## src/hdl/btl_pkg.sv

```systemverilog
package btl_pkg;

    localparam int GLYPH_COUNT     = 95;
    localparam int GLYPH_ADDR_BITS = $clog2(GLYPH_COUNT);
    localparam int COORD_BITS      = 16;
    localparam int SUM_BITS        = COORD_BITS + 2;
    localparam int EXTENT_BITS     = 15;
    localparam int CFG_INDEX_BITS  = 1;

    localparam logic [7:0] CODE_FIRST   = 8'd32;
    localparam logic [7:0] CODE_LAST    = 8'd126;
    localparam logic [7:0] CODE_QMARK   = 8'd63;
    localparam logic [7:0] CODE_NEWLINE = 8'd10;
    localparam logic [7:0] CODE_SPACE   = 8'd32;

    localparam logic OP_WRITE = 1'b0;
    localparam logic OP_CHAR  = 1'b1;

    localparam logic [CFG_INDEX_BITS-1:0] REG_LINE_SKIP   = 1'b0;
    localparam logic [CFG_INDEX_BITS-1:0] REG_LINE_HEIGHT = 1'b1;

    typedef logic signed [COORD_BITS-1:0] coord_t;
    typedef logic signed [SUM_BITS-1:0]   sum_t;
    typedef logic [EXTENT_BITS-1:0]       extent_t;
    typedef logic [GLYPH_ADDR_BITS-1:0]   glyph_addr_t;

    typedef struct packed {
        logic [11:0]       sx;
        logic [11:0]       sy;
        logic [7:0]        w;
        logic [7:0]        h;
        logic signed [7:0] xo;
        logic signed [7:0] yo;
        logic [7:0]        adv;
    } glyph_t;

    localparam int GLYPH_BITS = $bits(glyph_t);

    // per-character control handed from the front end to the layout stage
    typedef struct packed {
        logic   is_newline;
        logic   is_space;
        logic   last;
        coord_t origin_x;
        coord_t origin_y;
    } issue_t;

    localparam coord_t  COORD_MAX = {1'b0, {(COORD_BITS-1){1'b1}}};
    localparam coord_t  COORD_MIN = {1'b1, {(COORD_BITS-1){1'b0}}};
    localparam sum_t    SUM_CMAX  = {{(SUM_BITS-COORD_BITS+1){1'b0}}, {(COORD_BITS-1){1'b1}}};
    localparam sum_t    SUM_CMIN  = {{(SUM_BITS-COORD_BITS+1){1'b1}}, {(COORD_BITS-1){1'b0}}};
    localparam extent_t EXT_MAX   = {EXTENT_BITS{1'b1}};
    localparam sum_t    SUM_EMAX  = {{(SUM_BITS-EXTENT_BITS){1'b0}}, {EXTENT_BITS{1'b1}}};

    function automatic sum_t u8_to_sum(input logic [7:0] v);
        return $signed({{(SUM_BITS-8){1'b0}}, v});
    endfunction

    function automatic sum_t coord_to_sum(input coord_t v);
        return sum_t'(v);
    endfunction

    function automatic coord_t sat_coord(input sum_t v);
        coord_t r;
        if (v > SUM_CMAX)
        begin
            r = COORD_MAX;
        end
        else if (v < SUM_CMIN)
        begin
            r = COORD_MIN;
        end
        else
        begin
            r = v[COORD_BITS-1:0];
        end
        return r;
    endfunction

    // running maximum of a non-negative extent, clamped at the top
    function automatic extent_t max_extent(input extent_t m, input sum_t c);
        sum_t    ms;
        extent_t r;
        ms = $signed({{(SUM_BITS-EXTENT_BITS){1'b0}}, m});
        if (c > ms)
        begin
            if (c > SUM_EMAX)
            begin
                r = EXT_MAX;
            end
            else
            begin
                r = c[EXTENT_BITS-1:0];
            end
        end
        else
        begin
            r = m;
        end
        return r;
    endfunction

endpackage

```

## src/hdl/btl_if.sv

```systemverilog


interface btl_result_if;
    logic                 valid;
    logic                 ready;
    logic                 draw_valid;
    logic [11:0]          blit_src_x;
    logic [11:0]          blit_src_y;
    logic [7:0]           blit_w;
    logic [7:0]           blit_h;
    logic signed [15:0]   dest_x;
    logic signed [15:0]   dest_y;
    logic signed [15:0]   end_x;
    logic signed [15:0]   end_y;
    logic [14:0]          extent_w;
    logic [14:0]          extent_h;
    logic                 last_out;

    modport source (
        output valid, draw_valid, blit_src_x, blit_src_y, blit_w, blit_h,
               dest_x, dest_y, end_x, end_y, extent_w, extent_h, last_out,
        input  ready
    );
    modport sink (
        input  valid, draw_valid, blit_src_x, blit_src_y, blit_w, blit_h,
               dest_x, dest_y, end_x, end_y, extent_w, extent_h, last_out,
        output ready
    );
endinterface


```

## src/hdl/btl_core.sv

```systemverilog
module btl_core (
    input  logic                clk,
    input  logic                rst_n,
    input  logic                issue_valid,
    input  btl_pkg::issue_t     issue,
    output logic                issue_ready,
    input  btl_pkg::glyph_t     glyph,
    input  logic [7:0]          line_skip,
    input  logic [7:0]          line_height,
    btl_result_if.source        result
);

    // layout stage
    logic               s1_valid_reg, s1_valid_next;
    btl_pkg::issue_t    s1_reg;
    logic               s1_adv;

    // string state
    btl_pkg::coord_t    cx_reg, cy_reg, org_x_reg, org_y_reg;
    btl_pkg::extent_t   mw_reg, mh_reg;
    logic               in_string_reg;

    // output register
    logic               out_valid_reg, out_valid_next;
    logic               draw_reg;
    logic [11:0]        bsx_reg, bsy_reg;
    logic [7:0]         bw_reg, bh_reg;
    btl_pkg::coord_t    dx_reg, dy_reg, ex_reg, ey_reg;
    btl_pkg::extent_t   ew_reg, eh_reg;
    logic               last_reg;

    logic               start;
    btl_pkg::coord_t    ox, oy, cx, cy, cx_next, cy_next, dx, dy, ex, ey;
    btl_pkg::extent_t   mw, mh, mw_next, mh_next;
    logic               draw;
    btl_pkg::sum_t      adv_s, lh_s, ls_s, xo_s, yo_s, w_s;

    assign s1_adv      = s1_valid_reg && (!out_valid_reg || result.ready);
    assign issue_ready = !s1_valid_reg || s1_adv;

    always_comb
    begin
        s1_valid_next = s1_valid_reg;
        if (issue_ready)
        begin
            s1_valid_next = issue_valid;
        end
        out_valid_next = out_valid_reg;
        if (s1_adv)
        begin
            out_valid_next = 1'b1;
        end
        else if (result.ready)
        begin
            out_valid_next = 1'b0;
        end
    end

    always_comb
    begin
        start = !in_string_reg;
        ox    = start ? s1_reg.origin_x : org_x_reg;
        oy    = start ? s1_reg.origin_y : org_y_reg;
        cx    = start ? '0 : cx_reg;
        cy    = start ? '0 : cy_reg;
        mw    = start ? '0 : mw_reg;
        mh    = start ? btl_pkg::extent_t'(line_height) : mh_reg;

        adv_s = btl_pkg::u8_to_sum(glyph.adv);
        w_s   = btl_pkg::u8_to_sum(glyph.w);
        lh_s  = btl_pkg::u8_to_sum(line_height);
        ls_s  = btl_pkg::u8_to_sum(line_skip);
        xo_s  = btl_pkg::sum_t'($signed(glyph.xo));
        yo_s  = btl_pkg::sum_t'($signed(glyph.yo));

        draw  = !s1_reg.is_newline && !s1_reg.is_space;

        if (s1_reg.is_newline)
        begin
            cx_next = '0;
            cy_next = btl_pkg::sat_coord(btl_pkg::coord_to_sum(cy) + ls_s);
            mw_next = mw;
        end
        else
        begin
            cx_next = btl_pkg::sat_coord(btl_pkg::coord_to_sum(cx) + adv_s);
            cy_next = cy;
            if (s1_reg.is_space)
            begin
                mw_next = btl_pkg::max_extent(mw, btl_pkg::coord_to_sum(cx) + adv_s);
            end
            else
            begin
                mw_next = btl_pkg::max_extent(mw, btl_pkg::coord_to_sum(cx) + xo_s + w_s);
            end
        end
        mh_next = btl_pkg::max_extent(mh, btl_pkg::coord_to_sum(cy_next) + lh_s);

        dx = btl_pkg::sat_coord(btl_pkg::coord_to_sum(ox) + btl_pkg::coord_to_sum(cx) + xo_s);
        dy = btl_pkg::sat_coord(btl_pkg::coord_to_sum(oy) + btl_pkg::coord_to_sum(cy) + yo_s);
        ex = btl_pkg::sat_coord(btl_pkg::coord_to_sum(ox) + btl_pkg::coord_to_sum(cx_next));
        ey = btl_pkg::sat_coord(btl_pkg::coord_to_sum(oy) + btl_pkg::coord_to_sum(cy_next));
    end

    always_ff @(posedge clk or negedge rst_n)
    begin
        if (!rst_n)
        begin
            s1_valid_reg  <= 1'b0;
            out_valid_reg <= 1'b0;
            in_string_reg <= 1'b0;
            cx_reg        <= '0;
            cy_reg        <= '0;
            org_x_reg     <= '0;
            org_y_reg     <= '0;
            mw_reg        <= '0;
            mh_reg        <= '0;
        end
        else
        begin
            s1_valid_reg  <= s1_valid_next;
            out_valid_reg <= out_valid_next;
            if (s1_adv)
            begin
                in_string_reg <= !s1_reg.last;
                cx_reg        <= cx_next;
                cy_reg        <= cy_next;
                org_x_reg     <= ox;
                org_y_reg     <= oy;
                mw_reg        <= mw_next;
                mh_reg        <= mh_next;
            end
        end
    end

    always_ff @(posedge clk)
    begin
        if (issue_ready && issue_valid)
        begin
            s1_reg <= issue;
        end
        if (s1_adv)
        begin
            draw_reg <= draw;
            bsx_reg  <= draw ? glyph.sx : '0;
            bsy_reg  <= draw ? glyph.sy : '0;
            bw_reg   <= draw ? glyph.w : '0;
            bh_reg   <= draw ? glyph.h : '0;
            dx_reg   <= draw ? dx : '0;
            dy_reg   <= draw ? dy : '0;
            ex_reg   <= ex;
            ey_reg   <= ey;
            ew_reg   <= mw_next;
            eh_reg   <= mh_next;
            last_reg <= s1_reg.last;
        end
    end

    assign result.valid      = out_valid_reg;
    assign result.draw_valid = draw_reg;
    assign result.blit_src_x = bsx_reg;
    assign result.blit_src_y = bsy_reg;
    assign result.blit_w     = bw_reg;
    assign result.blit_h     = bh_reg;
    assign result.dest_x     = dx_reg;
    assign result.dest_y     = dy_reg;
    assign result.end_x      = ex_reg;
    assign result.end_y      = ey_reg;
    assign result.extent_w   = ew_reg;
    assign result.extent_h   = eh_reg;
    assign result.last_out   = last_reg;

`ifndef SYNTHESIS
    a_nodraw_zero: assert property (@(posedge clk) disable iff (!rst_n)
        out_valid_reg && !draw_reg |-> bw_reg == '0 && bh_reg == '0 &&
            dx_reg == '0 && dy_reg == '0)
        else $error("blit fields not cleared on a beat without a draw");

    a_last_ends_string: assert property (@(posedge clk) disable iff (!rst_n)
        s1_adv && s1_reg.last |=> !in_string_reg)
        else $error("string state not closed after last character");

    a_stage_holds: assert property (@(posedge clk) disable iff (!rst_n)
        s1_valid_reg && !s1_adv |=> s1_valid_reg && $stable(s1_reg))
        else $error("layout stage lost a stalled character");

    a_no_drop: assert property (@(posedge clk) disable iff (!rst_n)
        out_valid_reg && !result.ready |=> out_valid_reg)
        else $error("result beat dropped while stalled");
`endif

endmodule

```

## src/flat_wrapper.sv

```systemverilog
// flat-port wrapper written by rule: the top's interface ports become plain ports
module btl_core_flat 
  (clk, rst_n, issue_valid, issue, issue_ready, glyph, line_skip, line_height, result_valid, result_draw_valid, result_blit_src_x, result_blit_src_y, result_blit_w, result_blit_h, result_dest_x, result_dest_y, result_end_x, result_end_y, result_extent_w, result_extent_h, result_last_out, result_ready);
  btl_result_if result_i ();
  input  logic clk;
  input  logic rst_n;
  input  logic issue_valid;
  input  btl_pkg::issue_t issue;
  output logic issue_ready;
  input  btl_pkg::glyph_t glyph;
  input  logic [7:0] line_skip;
  input  logic [7:0] line_height;
  output wire logic [$bits(result_i.valid)-1:0] result_valid;
  output wire logic [$bits(result_i.draw_valid)-1:0] result_draw_valid;
  output wire logic [$bits(result_i.blit_src_x)-1:0] result_blit_src_x;
  output wire logic [$bits(result_i.blit_src_y)-1:0] result_blit_src_y;
  output wire logic [$bits(result_i.blit_w)-1:0] result_blit_w;
  output wire logic [$bits(result_i.blit_h)-1:0] result_blit_h;
  output wire logic [$bits(result_i.dest_x)-1:0] result_dest_x;
  output wire logic [$bits(result_i.dest_y)-1:0] result_dest_y;
  output wire logic [$bits(result_i.end_x)-1:0] result_end_x;
  output wire logic [$bits(result_i.end_y)-1:0] result_end_y;
  output wire logic [$bits(result_i.extent_w)-1:0] result_extent_w;
  output wire logic [$bits(result_i.extent_h)-1:0] result_extent_h;
  output wire logic [$bits(result_i.last_out)-1:0] result_last_out;
  input wire logic [$bits(result_i.ready)-1:0] result_ready;
  assign result_valid = result_i.valid;
  assign result_draw_valid = result_i.draw_valid;
  assign result_blit_src_x = result_i.blit_src_x;
  assign result_blit_src_y = result_i.blit_src_y;
  assign result_blit_w = result_i.blit_w;
  assign result_blit_h = result_i.blit_h;
  assign result_dest_x = result_i.dest_x;
  assign result_dest_y = result_i.dest_y;
  assign result_end_x = result_i.end_x;
  assign result_end_y = result_i.end_y;
  assign result_extent_w = result_i.extent_w;
  assign result_extent_h = result_i.extent_h;
  assign result_last_out = result_i.last_out;
  assign result_i.ready = result_ready;
  btl_core u_core (.clk(clk), .rst_n(rst_n), .issue_valid(issue_valid), .issue(issue), .issue_ready(issue_ready), .glyph(glyph), .line_skip(line_skip), .line_height(line_height), .result(result_i));
endmodule
```

## config.mk

```make
export PLATFORM = sky130hd
export DESIGN_NAME = btl_core_flat
export DESIGN_NICKNAME = d
export VERILOG_FILES = /design/src/hdl/btl_pkg.sv /design/src/hdl/btl_if.sv /design/src/hdl/btl_core.sv /design/src/flat_wrapper.sv
export SDC_FILE = /design/constraint.sdc
export NUM_CORES = 1
export LEC_CHECK = 0
export BUFFER_PORTS_ARGS = -buffer_cell sky130_fd_sc_hd__buf_2
export CAP_MARGIN = 20
export CORE_MARGIN = 1.5
export CORE_UTILIZATION = 59
export CTS_BUF_LIST = sky130_fd_sc_hd__clkbuf_16
export DETAILED_ROUTE_END_ITERATION = 6
export PLACE_DENSITY = 0.79
export SETUP_SLACK_MARGIN = 0.3
export SLEW_MARGIN = 20
export SYNTH_ARGS = -nofsm -noshare
export SYNTH_HDL_FRONTEND = slang
export SYNTH_SLANG_ARGS = --single-unit
export TNS_END_PERCENT = 5
```

## constraint.sdc

```tcl
create_clock -name clk -period 9.6 [get_ports clk]
set_clock_uncertainty 0.2 [all_clocks]
set_input_delay 0 -clock clk [delete_from_list [all_inputs] [get_ports clk]]
set_output_delay 0 -clock clk [all_outputs]
set_load 0.005 [all_outputs]
```

Yosys cells after proc, flatten, opt, wreduce, memory -nomap -nowiden

Index checks and enable logic that the tools add are counted.

Bits in registers: 268
Input port bits: 119
Output and inout port bits: 138
Logic and storage cells: 98

Add/subtract/negate cells: 11
$lt $le $gt $ge: 17
Mux-type cells: 28
Bitwise operators: 1
Reduce and logical (&&, ||, !) cells: 13

Operators by type and width:

| cell                                                                              | number |
|---|---|
| 16-bit 2-to-1 mux                                                                 | 14 |
| 15-bit 2-to-1 mux                                                                 | 12 |
| 18-bit by 16-bit greater-than comparator with 1-bit output, second input constant | 8 |
| 18-bit by 16-bit < comparator with 1-bit output, second input constant            | 6 |
| 16-bit by 16-bit adder with 17-bit output                                         | 4 |
| 18-bit by 16-bit greater-than comparator with 1-bit output                        | 3 |
| 16-bit by 9-bit adder with 17-bit output                                          | 3 |
| 17-bit by 8-bit adder with 18-bit output                                          | 2 |
| 18-bit by 9-bit adder with 18-bit output                                          | 1 |
| 16-bit by 8-bit adder with 17-bit output                                          | 1 |
| 1-bit logical NOT                                                                 | 5 |
| 2-bit OR reduction                                                                | 2 |
| 1-bit logical AND                                                                 | 3 |
| 1-bit logical OR                                                                  | 2 |
| 1-bit 2-to-1 mux                                                                  | 2 |
| 2-bit nonzero test                                                                | 1 |
| 1-bit inverter                                                                    | 1 |

Longest topological paths before layout

Depth in word-level cells: 10
Depth in mapped cells: 43
Mapped depth without buffers: 35

Least setup slack after synthesis

OpenSTA, ideal clock, no wires.

Kind: reg2reg
Start: register u_core.in_string_reg
End: register u_core.ex_reg[0] (netlist: u_core.result.end_x[0]) (data pin)
Setup time: 0.266 ns
Arrival: 7.615 ns
Data required time: 9.134 ns
Path slack: 1.519 ns
Stages on the path, launching flop included: 36
Buffers on the path: 9
Period minus slack after synthesis: 8.081 ns
Cell sequence: dfrtp_1 -> buf_4 -> buf_6 -> buf_2 -> clkbuf_1 -> clkbuf_1 -> clkbuf_1 -> clkbuf_1 -> clkbuf_1 -> and2_1 -> ha_1 -> a21o_1 -> a21o_1 -> a21oi_1 -> o21ai_0 -> nand3_1 -> a21o_1 -> nor3_2 -> mux2_2 -> o21ai_0 -> inv_1 -> ha_1 -> a21o_1 -> a21oi_1 -> o21ai_0 -> a21oi_1 -> o21ai_0 -> a21oi_1 -> o21ai_0 -> a21boi_0 -> o311ai_0 -> a21oi_1 -> xnor2_1 -> and2_0 -> clkbuf_1 -> nor2_1

Cells in the longest elaborated chain, start to end: 9
Elaborated cells between the ends (all ways): 12
Classes of those cells: add/sub: 2; order compare: 4; mux: 6

RTL lines:

| what                                            | line            | RTL |
|---|---|---|
| from (decl)                                     | btl_core.sv:21  | `logic in_string_reg;` |
| from (signal assigned)                          | btl_core.sv:125 | `in_string_reg <= !s1_reg.last;` |
| 16-bit 2-to-1 mux *                             | btl_core.sv:64  | `cx = start ? '0 : cx_reg;` |
| 16-bit by 9-bit adder with 17-bit output *      | btl_core.sv:86  | `cx_next = btl_pkg::sat_coord(btl_pkg::coord_to_sum(cx) + adv_s);` |
| 18-bit by 16-bit < comparator with 1-bit output | btl_pkg.sv:69   | `else if (v < SUM_CMIN)` |
| 16-bit 2-to-1 mux                               | btl_pkg.sv:69   |  |
| 16-bit 2-to-1 mux *                             | btl_pkg.sv:65   | `if (v > SUM_CMAX)` |
| 16-bit 2-to-1 mux *                             | btl_core.sv:78  | `if (s1_reg.is_newline)` |
| via u_core.cx_next[1]                           | btl_core.sv:33  | `btl_pkg::coord_t ox, oy, cx, cy, cx_next, cy_next, dx, dy, ex, ey;` |
| 16-bit by 16-bit adder with 17-bit output *     | btl_core.sv:101 | `ex = btl_pkg::sat_coord(btl_pkg::coord_to_sum(ox) + btl_pkg::coord_to_sum(cx_next));` |
| 18-bit by 16-bit < comparator with 1-bit output | btl_pkg.sv:69   |  |
| 16-bit 2-to-1 mux                               | btl_pkg.sv:69   |  |
| to (signal assigned)                            | btl_core.sv:151 | `ex_reg <= ex;` |
| to (decl)                                       | btl_core.sv:28  | `btl_pkg::coord_t dx_reg, dy_reg, ex_reg, ey_reg;` |

Mark *: on every way through the listed nets, which the timed path passes. The rest lies on a longest branch.
A chain may end at the register's enable or synchronous reset.

Worst setup path in the final report

Start: register u_core.in_string_reg
End: register u_core.mh_reg[0]

Cells in the longest elaborated chain, start to end: 10
Elaborated cells between the ends (all ways): 13
Classes of those cells: add/sub: 2; order compare: 4; mux: 7

RTL lines:

| what                                                       | line            | RTL |
|---|---|---|
| 16-bit 2-to-1 mux *                                        | btl_core.sv:65  | `cy = start ? '0 : cy_reg;` |
| 16-bit by 9-bit adder with 17-bit output                   | btl_core.sv:81  | `cy_next = btl_pkg::sat_coord(btl_pkg::coord_to_sum(cy) + ls_s);` |
| 18-bit by 16-bit < comparator with 1-bit output            | btl_pkg.sv:69   |  |
| 16-bit 2-to-1 mux                                          | btl_pkg.sv:69   |  |
| 16-bit 2-to-1 mux                                          | btl_pkg.sv:65   |  |
| 16-bit 2-to-1 mux *                                        | btl_core.sv:78  |  |
| via u_core.cy_next[2]                                      | btl_core.sv:33  |  |
| 16-bit by 9-bit adder with 17-bit output *                 | btl_core.sv:97  | `mh_next = btl_pkg::max_extent(mh, btl_pkg::coord_to_sum(cy_next) + lh_s);` |
| 18-bit by 16-bit greater-than comparator with 1-bit output | btl_pkg.sv:87   | `if (c > SUM_EMAX)` |
| 15-bit 2-to-1 mux                                          | btl_pkg.sv:87   |  |
| 15-bit 2-to-1 mux *                                        | btl_pkg.sv:85   | `if (c > ms)` |
| via u_core.mh_next[0]                                      | btl_core.sv:34  | `btl_pkg::extent_t mw, mh, mw_next, mh_next;` |
| to (signal assigned)                                       | btl_core.sv:131 | `mh_reg <= mh_next;` |
| to (decl)                                                  | btl_core.sv:20  | `btl_pkg::extent_t mw_reg, mh_reg;` |

Marks and branches as above.

==> metrics.yaml <==
status:
  status: "complete, no violations"
clocking:
  cts_buffers: 30
  clock_latency_ns: 0.56
  clock_sinks: 268
  path_clk_slew_ns: 0.06
  cts_tree: "done"
  cts_max_level: 1
  cts_buffer_depth: 3
  post-cts-setup-buffers: 0
  clockRootBuffer: "clkbuf_16"
global_routing:
  grt_pass1_vias: 15612
  grt_util_all_layers_pct: 31.94
  grt.met2_usage_pct: 51.08
  overflow: 0
  use_met1_pct: 45.50
  grt_use_met3_pct: 4.630
  grt_max_degree: 120
  top_usage_layer: "met2"
  antenna_found_initial: 2
  grt_pass1_wl_um: 83760
sta:
  drv_slew: 0
  rsz0062_at_grt: "false"
  slew_headroom_pct: 24.67
  tightestPinTransition_ns: 1.130
  min_period_over_period_pct: 88.64
  finalHoldViolCount: 0
  period_needed_ns: 8.509
  setup_violations: 0
  tns_ns: 0
  max_freq_mhz: 117.5
route:
  drt-total-wl_um: 53590
  via_per_inst: 6.029
  drtIter0Drc: 1406
  via_count: 16098
  dr.pass1.iters: 6
  ant_nets: 0
  wl_per_cell_um: 20.07
  drc: 0
cells_and_area:
  final_common_cell: "buf_2"
  drive_above_1_share_pct: 19.46
  final_cell_mix: "buf_2, nand2_1, edfxtp_1, ha_1, dlygate4sd3_1"
  largest_reg_flops: 35
  final_nets: 2552
  syn2layout_area_growth_pct: 20.38
  final_cell_area_um2: 22920
place:
  routabilityCongestion: 0.9487
  dp_hpwl_um: 38180
  post_dp_cell_area_um2: 20610
  io_buffers: 256
worst_hold_path:
  hold_path.class: "input pin to register"
  worstHoldStart: "glyph[3]"
  min_to: "u_core.cx_reg[3]"
  hold_depth: 6
yosys:
  ys_async_sr_fraction_pct: 36.19
  synth-seq-area-share_pct: 39.72
  synth_flop_cell: "edfxtp_1"
  synth_edf_count: 171
  synthMuxAreaShare_pct: 6.611
  yosysTopAreaCell: "edfxtp_1"
  ys_top_cells_by_area: "edfxtp_1, dfrtp_1, ha_1"
  avgSynthCellArea_um2: 10.13
  yosys_warnings: 0
  synth_simple_gate_area_share_pct: 13.89
  synth_top_family_by_area: "compound AO/OA/AOI/OAI gates"
  synth_fa_ha_area_share_pct: 13.99
  syn-num-nets: 2189
  synth_top_area_share_pct: 26.97
  netlist_instances: 1879
  synth_seq_cells: 268
  synth_cell_types: 91
  synth_xor_area_share_pct: 5.179
  syn_area_um2: 19040
  synth-compound-area-share_pct: 16.99
critical_path:
  cpPeakStageDelay_ns: 0.68
  r2r_end: "u_core.mh_reg[0]"
  cpMaxStageDelayCell: "dfrtp_4"
  critPathKind: "register to register"
  worstPathRequired_ns: 9.84
  rrSetupSlack_ns: 1.09
  r2r_cells: 34
  crit_arrival_ns: 8.75
  worst_setup_path_start_kind: "register"
  rr_startpoint: "u_core.in_string_reg"
  crit_fanout: 42
  crit_path_frequent_cell: "ha_1"
  critPathCaptureType: "register"
pwr:
  power_leakage_uw: 0.01030
  ir_drop_mv: 0.1926
  powerDensity_nw_per_um2: 228.6
floorplanning:
  num_rows: 65
  die_y_um: 182.6
  fp.dieArea_um2: 33360
  coreArea_um2: 31640
  initial_utilization_pct: 60.18
  fp.dieW_um: 182.6
  num_io_pins: 257
run:
  drv_cap: 0
## metrics by stage
step / hold slack, ns / power [uW] / setup WS (ns) / utilization (%) / instances
floorplan: -0.4956 / 3381 / 1.519 / - / 1879
global placement: -0.1982 / 3941 / 1.567 / 65.16 / 2481
detailed placement: -0.1957 / 4008 / 1.233 / 65.16 / 2481
CTS: 0.02945 / 5198 / 1.203 / 72.41 / 2668
global route: 0.07318 / 5580 / 0.4722 / 72.44 / 2670
finish: 0.04039 / 5240 / 1.091 / 72.44 / 2670
## power breakdown
group | switching (uW) | internal, uW
clock network | 482 | 646
logic | 1390 | 1040
registers | 122 | 1560
total | 2000 | 3240
## area by class of cell
type	count	area, um^2
timing repair buffer	395	2669
clock buffer	33	825.8
inverter	107	410.4
multi-input combinational	1440	10790
clock inverter	23	148.9
tap	402	503.0
fill	2275	8718
antenna	2	5.005
sequential	268	7566
## worst max-delay path by stage
stage / start / to / slack, ns / cells after the start
final: u_core.in_string_reg / u_core.mh_reg[0] / 1.09 / 34
after global routing: u_core.in_string_reg / u_core.mh_reg[0] / 0.47 / 36
after CTS: u_core.in_string_reg / u_core.mh_reg[0] / 1.20 / 36
after detailed placement: u_core.in_string_reg / u_core.mh_reg[0] / 1.23 / 36
after global placement: u_core.in_string_reg / u_core.mh_reg[0] / 1.57 / 36
after floorplan: u_core.in_string_reg / u_core.result.end_x[0] / 1.52 / 35
## worst max-delay path, delay by kind of cell, from the launching register on
family / cells / cell delay, ns
compound gates: 16 / 3.36
xor+xnor: 1 / 0.15
fa+ha+maj: 4 / 1.20
buf+inv: 2 / 0.48
flops: 1 / 0.68
mux: 3 / 0.66
simple gates: 8 / 1.64
## synth_stat cells (7+ instances only)
cell	count
nor2b_1	15
o2bb2ai_1	11
o211ai_1	12
mux2_2	82
nand3_1	33
clkbuf_1	48
edfxtp_1	171
ha_1	156
nand4_1	15
xnor2_1	75
nor3_1	25
dfrtp_1	97
o41ai_1	17
inv_1	104
fa_1	35
nand2_1	182
o21ai_0	114
o21bai_1	20
o31ai_1	8
a31oi_1	16
nor4_1	7
xor2_1	35
a21oi_1	125
nand2b_1	21
nor2_1	108
or3_1	12
and3_1	15
mux2i_1	32
o21a_1	11
a211oi_1	10
a21boi_0	11
and2_1	68
a31o_2	8
a21o_1	50
## cell families (layout without fill, tap and decap cells)
| family | after synthesis | after routing |
|---|---|---|
| AO/OA/AOI/OAI | 487 | 487 |
| XOR/XNOR | 111 | 111 |
| adder cells (fa/ha/maj) | 192 | 192 |
| buffers and inverters | 171 | 558 |
| flip-flops | 268 | 268 |
| multiplexers | 115 | 115 |
| other | 0 | 2 |
| AND/OR/NAND/NOR | 535 | 535 |
## per-layer routing
layer	wire, um	up-vias
met5	0	-
met3	4187	109
li1	-	7601
met1	23710	7648
met4	1346	0
met2	24350	740
## what timing repair did
item,in CTS,in global routing
hold buffers,131,0
hold endpoints to repair,196,0
gates resized for setup,0,0
(Power assumes the default switching activity.)
